===== src/rtl/scl_pkg.sv =====
// Shared types and constants of the split cache LRU controller.
// No dependencies.
`default_nettype none
package scl_pkg;
	typedef enum logic [2:0] {
		ST_CLEAR = 3'b001,
		ST_IDLE  = 3'b010,
		ST_LOOK  = 3'b100
	} state_t;

	typedef struct packed {
		logic clear;
		logic load;
		logic update;
	} cmd_t;

	localparam logic [1:0] REQ_READ  = 2'd0;
	localparam logic [1:0] REQ_WRITE = 2'd1;
	localparam logic [1:0] REQ_FETCH = 2'd2;

	localparam logic [1:0] CFG_CACHE = 2'd0;
	localparam logic [1:0] CFG_BLOCK = 2'd1;
	localparam logic [1:0] CFG_WAYS  = 2'd2;

	localparam logic [3:0] CACHE_MIN = 4'd10;
	localparam logic [3:0] CACHE_MAX = 4'd14;
	localparam logic [2:0] BLOCK_MIN = 3'd4;
	localparam logic [2:0] BLOCK_MAX = 3'd6;

	localparam int AGE_W = 3;
	localparam logic [AGE_W-1:0] AGE_MAX = 3'd7;
	localparam int CNT_W = 32;
	localparam int OUT_W = 104;
endpackage
`default_nettype wire


===== src/rtl/scl_ctrl.sv =====
// Controller of the split cache: clearing sweep, lookup sequencing, result slot.
// Depends on scl_pkg.
`default_nettype none
module scl_ctrl #(
	parameter int RAM_AW = 8
) (
	input  wire logic              clk,
	input  wire logic              arst_n,
	input  wire logic              in_valid,
	output      logic              in_ready,
	output      logic              out_valid,
	input  wire logic              out_ready,
	output      scl_pkg::cmd_t     cmd,
	output      logic [RAM_AW-1:0] clr_addr
);
	scl_pkg::state_t   state_q, state_d;
	logic [RAM_AW-1:0] clr_q;
	logic              ovalid_q;

	always_comb begin
		cmd      = '0;
		in_ready = 1'b0;
		state_d  = state_q;
		unique case (state_q)
			scl_pkg::ST_CLEAR: begin
				cmd.clear = 1'b1;
				if (&clr_q) begin
					state_d = scl_pkg::ST_IDLE;
				end
			end
			scl_pkg::ST_IDLE: begin
				in_ready = 1'b1;
				if (in_valid) begin
					cmd.load = 1'b1;
					state_d  = scl_pkg::ST_LOOK;
				end
			end
			scl_pkg::ST_LOOK: begin
				if (!ovalid_q || out_ready) begin
					cmd.update = 1'b1;
					state_d    = scl_pkg::ST_IDLE;
				end
			end
			default: begin
				state_d = scl_pkg::ST_CLEAR;
			end
		endcase
	end

	always_ff @(posedge clk or negedge arst_n) begin
		if (!arst_n) begin
			state_q  <= scl_pkg::ST_CLEAR;
			clr_q    <= '0;
			ovalid_q <= 1'b0;
		end else begin
			state_q <= state_d;
			if (cmd.clear) begin
				clr_q <= clr_q + 1'b1;
			end
			if (cmd.update) begin
				ovalid_q <= 1'b1;
			end else if (out_ready) begin
				ovalid_q <= 1'b0;
			end
		end
	end

	assign out_valid = ovalid_q;
	assign clr_addr  = clr_q;
endmodule
`default_nettype wire


===== config.mk =====
export PLATFORM = sky130hd
export DESIGN_NAME = scl_ctrl
export DESIGN_NICKNAME = d
export VERILOG_FILES = /design/src/rtl/scl_pkg.sv /design/src/rtl/scl_ctrl.sv
export SDC_FILE = /design/constraint.sdc
export NUM_CORES = 1
export LEC_CHECK = 0
export BUFFER_PORTS_ARGS = -buffer_cell sky130_fd_sc_hd__buf_2
export CAP_MARGIN = 5
export CORE_AREA = 10 10 47 49
export CTS_BUF_LIST = sky130_fd_sc_hd__clkbuf_4 sky130_fd_sc_hd__clkbuf_8
export DETAILED_ROUTE_END_ITERATION = 7
export DIE_AREA = 0 0 57 59
export HOLD_SLACK_MARGIN = 0.05
export PLACE_DENSITY = 0.68
export SLEW_MARGIN = 5
export SYNTH_ARGS = -nofsm -noshare
export SYNTH_HDL_FRONTEND = slang
export SYNTH_SLANG_ARGS = --single-unit

===== constraint.sdc =====
create_clock -name clk -period 3.56 [get_ports clk]
set_input_delay 0.356 -clock clk [delete_from_list [all_inputs] [get_ports clk]]
set_output_delay 0.356 -clock clk [all_outputs]
set_load 0.02 [all_outputs]

### Word level (Yosys, flattened, before mapping)

Cells that the tools add are included.

* logic and storage cells: 27
* input port bits: 4
* output and inout port bits: 13
* register bits: 12

* mux-type cells: 12
* eq/ne operators: 6
* add/sub/neg operators: 1
* reductions and logical operators: 5

Operators by type and width (number)
* 3-bit two-way mux: 3
* 3-bit case mux with 3 select lines: 1
* 8-bit by 1-bit adder with 8-bit output (second input constant): 1
* 1-bit two-way mux: 8
* 8-bit AND reduction: 1
* 2-bit != test (second input constant): 3
* 3-bit by 1-bit equality test with 1-bit output (second input constant): 1
* 3-bit by 2-bit equality test with 1-bit output (second input constant): 1
* 3-bit equality test (second input constant): 1
* 3-bit AND reduction: 1
* 2-bit nonzero test: 1
* 1-bit zero test: 1
* 1-bit logical OR: 1

### Longest topological paths before layout

* depth in word-level cells: 5
* gate-level depth with buffers: 4
* depth with buffers taken out: 4

### Worst setup path before layout

Ideal clock, no wire load.

* kind: register to output
* from: register state_q[2]
* to: output cmd[1] (netlist bit)
* path slack: 1.820 ns
* data arrival time: 1.384 ns
* required time: 3.204 ns
* stages on the path, launching flop included: 4
* cell sequence: dfrtp_1 buf_4 nor3b_1 and2_1

RTL lines
* from (decl): RTL line scl_ctrl.sv:16 `scl_pkg::state_t state_q, state_d;`
* from (signal assigned): RTL line scl_ctrl.sv:52 `state_q <= scl_pkg::ST_CLEAR;`
* from (signal assigned): RTL line scl_ctrl.sv:56 `state_q <= state_d;`
* to (decl): RTL line scl_ctrl.sv:13 `output scl_pkg::cmd_t cmd,`

==> flow_summary.toml <==
[status]
status = "finished, final reports clean"

[synthesis]
synth.avg_cell_area_um2 = 11.03
syn_area_um2 = 606.8
yosysSeqAreaShare = 0.4969
ys_warn_count = 0
syn_nets = 60
synth.area.mux_share = 0.01856
yosysUniqueCellTypes = 26
yosys.area_share.adder = 0.02062
synth_compound_area_frac = 0.04124
synth_area_leaders = "dfrtp_1 45%, xor2_1 7.2%, nand2_1 5.6%"
synth_top_area_frac = 0.4536
synth-simple-area-share = 0.2742
synth_top_area_cell = "dfrtp_1"
synthXorXnorAreaFrac = 0.1278
synth_top_family_by_area = "simple AND/OR/NAND/NOR gates"
synth-seq-cells = 12
synth_cells = 55

[die]
die_width_um = 57
die_h_um = 59
rows = 14
ios = 17
coreArea_um2 = 1401
start_util = 0.4330
die_area_um2 = 3363

[route]
drc = 0
via_per_inst = 4.800
wl_per_cell_um = 13.56
vias = 432
first_iter_violations = 7
drt-pass1-iter-count = 4
wl_um = 1220
postRouteAntennaNets = 0

[timing]
rsz0062_at_grt = "no"
setup_tns_ps = 0
setup_violations = 0
skew_ps = 3.033
slew_viol_final = 0
hold_violations = 0
fin_crit_sh = 0.4992
worstMarginPinSlew_ps = 290.5
relSlewSlack = 0.8055
max_freq_mhz = 562.7
layout_min_cycle_time_ps = 1777

[clock_tree]
cts_tree = "done"
clk_pin_slew_ps = 70
postCtsSetupBuffers = 0
cts-root-buf = "clkbuf_4"
cts_made_buffers = 3
insertion_delay_ps = 280
clk_path_buf_depth = 2
cts_max_level = 1
clkSinkCount = 12
cts-resized-gates = 0

[worst_setup_path]
critical_path.startpoint = "state_q[0]$_DFFE_PN1P_"
endpoint = "cmd[2]"
rrSetupSlack_ps = 2120
worstSetupPathType = "reg2out"
cp_max_fo = 7
cp.arrival_ps = 1420
r2r-end = "clr_addr[6]$_DFFE_PN0P_"
cp.required_ps = 3200
worstReg2RegStart = "state_q[2]$_DFFE_PN0P_"
reg2reg_depth = 3
worst_setup_path_start_kind = "flip-flop"
endpoint_kind = "output pin"

[layout]
finalNetCount = 80
diodes = 0
layout-drive-gt1-share = 0.3514
syn2layout_area_growth_pct = 21.03
final_area_um2 = 734.5

[placed_design]
gp_routability_congestion = 0.7497
numPortBuffers = 16
place_area_um2 = 694.4
dp_hpwl_um = 928

[global_route]
grt_usage = 0.07750
antenna_found_initial = 0
grt_pass1_vias = 455
grt_pass1_wl_um = 1994
grt_max_degree = 13
overflow = 0

[power_and_ir_drop]
power.leakage_nw = 0.3595
power_density_nw_per_um2 = 699.0
vdd_drop_max_mv = 0.3836
total_power_mw = 0.5134

[hold_path]
hp-class = "in2reg"

[run]
max-cap-violations = 0
==> synthesized netlist by cell type (all sizes together) <==
master and count:
nand2b 1, a21oi 1, nand4 1, xor2 5, nor3b 2, nor2b 2, nor2 5, nand4bb 1
xnor2 3, ha 1, dfrtp 11, nor3 2, a22oi 1, o21ai 1, mux2 1, nand3b 1
dfstp 1, or3 2, o21a 1, buf 2, and2 1, nand2 9
==> sequential cells by signal (all words and copies together), names as in the netlist <==
register,cells
state_q,3
clr_addr,8
out_valid,1
==> power breakdown <==
| part | internal, mW | switching, mW | leakage, nW |
|---|---|---|---|
| sequential | 0.178 | 0.0477 | 0.150 |
| combinational | 0.0799 | 0.111 | 0.191 |
| clock | 0.0511 | 0.0456 | 0.0184 |
| total | 0.309 | 0.205 | 0.359 |
==> repair_timing <==
action / CTS / global route
endpoints found under the hold margin: 11 / 0
hold buffers: 1 / 0
setup endpoints to repair: 0 / 0
==> worst min-delay path by stage <==
| stage | startpoint | endpoint | slack [ps] | cells after the start |
|---|---|---|---|---|
| 6_report | in_valid | state_q[2]$_DFFE_PN0P_ | 360 | 3 |
| 5_1_grt | out_ready | out_valid$_DFFE_PN0P_ | 390 | 3 |
| 4_1_cts | in_valid | state_q[2]$_DFFE_PN0P_ | 360 | 3 |
| 3_5_place_dp | arst_n | clr_addr[4]$_DFFE_PN0P_ | 250 | 1 |
| 3_3_place_gp | arst_n | clr_addr[4]$_DFFE_PN0P_ | 250 | 1 |
| 2_1_floorplan | arst_n | clr_addr[0]$_DFFE_PN0P_ | 60 | 0 |
==> placed cells by master (no fill, tap or decap), types with 2 or more instances in the layout <==
| master | synthesis | final |
|---|---|---|
| buf_2 | 1 | 16 |
| clkbuf_4 | 0 | 4 |
| dfrtp_1 | 11 | 11 |
| nand2_1 | 9 | 9 |
| nor2_1 | 5 | 5 |
| nor2b_1 | 2 | 2 |
| nor3_1 | 2 | 2 |
| xnor2_1 | 2 | 2 |
| xor2_1 | 5 | 5 |
==> cell families after synthesis <==
family / count (synthesis)
AOI/OAI and AO/OA: 4
xor gates and xnor gates: 8
adders and majority gates: 1
buffers and inverters: 2
DFF: 12
muxes: 1
and+or+nand+nor: 27
==> stage by stage <==
stage / cells / util / setup WS [ps] / hold slack, ps
2_1_floorplan: 55 / - / 1820 / 60.41
3_3_place_gp: 85 / 0.4955 / 2089 / 249.2
3_5_place_dp: 85 / 0.4955 / 2068 / 249.3
4_1_cts: 90 / 0.5241 / 1764 / 361.4
5_1_grt: 90 / 0.5241 / 1718 / 390.7
6_report: 90 / 0.5241 / 1783 / 363.1
==> critical path, stage by stage, from the launching register on <==
cell	delay, ps
dfstp_2	610
nor3b_2	310
buf_2	230
==> metal layers <==
layer	GRT usage	routed length [um]	up-vias
met3	0.04077	117	2
met1	0.08005	518	189
li1	-	-	222
met5	0	0	-
met2	0.1163	572	19
met4	0.06040	12	0
==> cell type report <==
cell class	instances	area, um2
sequential	12	301.5
tap	16	20.02
clock buffer	4	30.03
fill	127	666.9
multi-input combinational	41	292.8
timing repair buffer	17	90.09
Power figures use the tool's default switching activity.
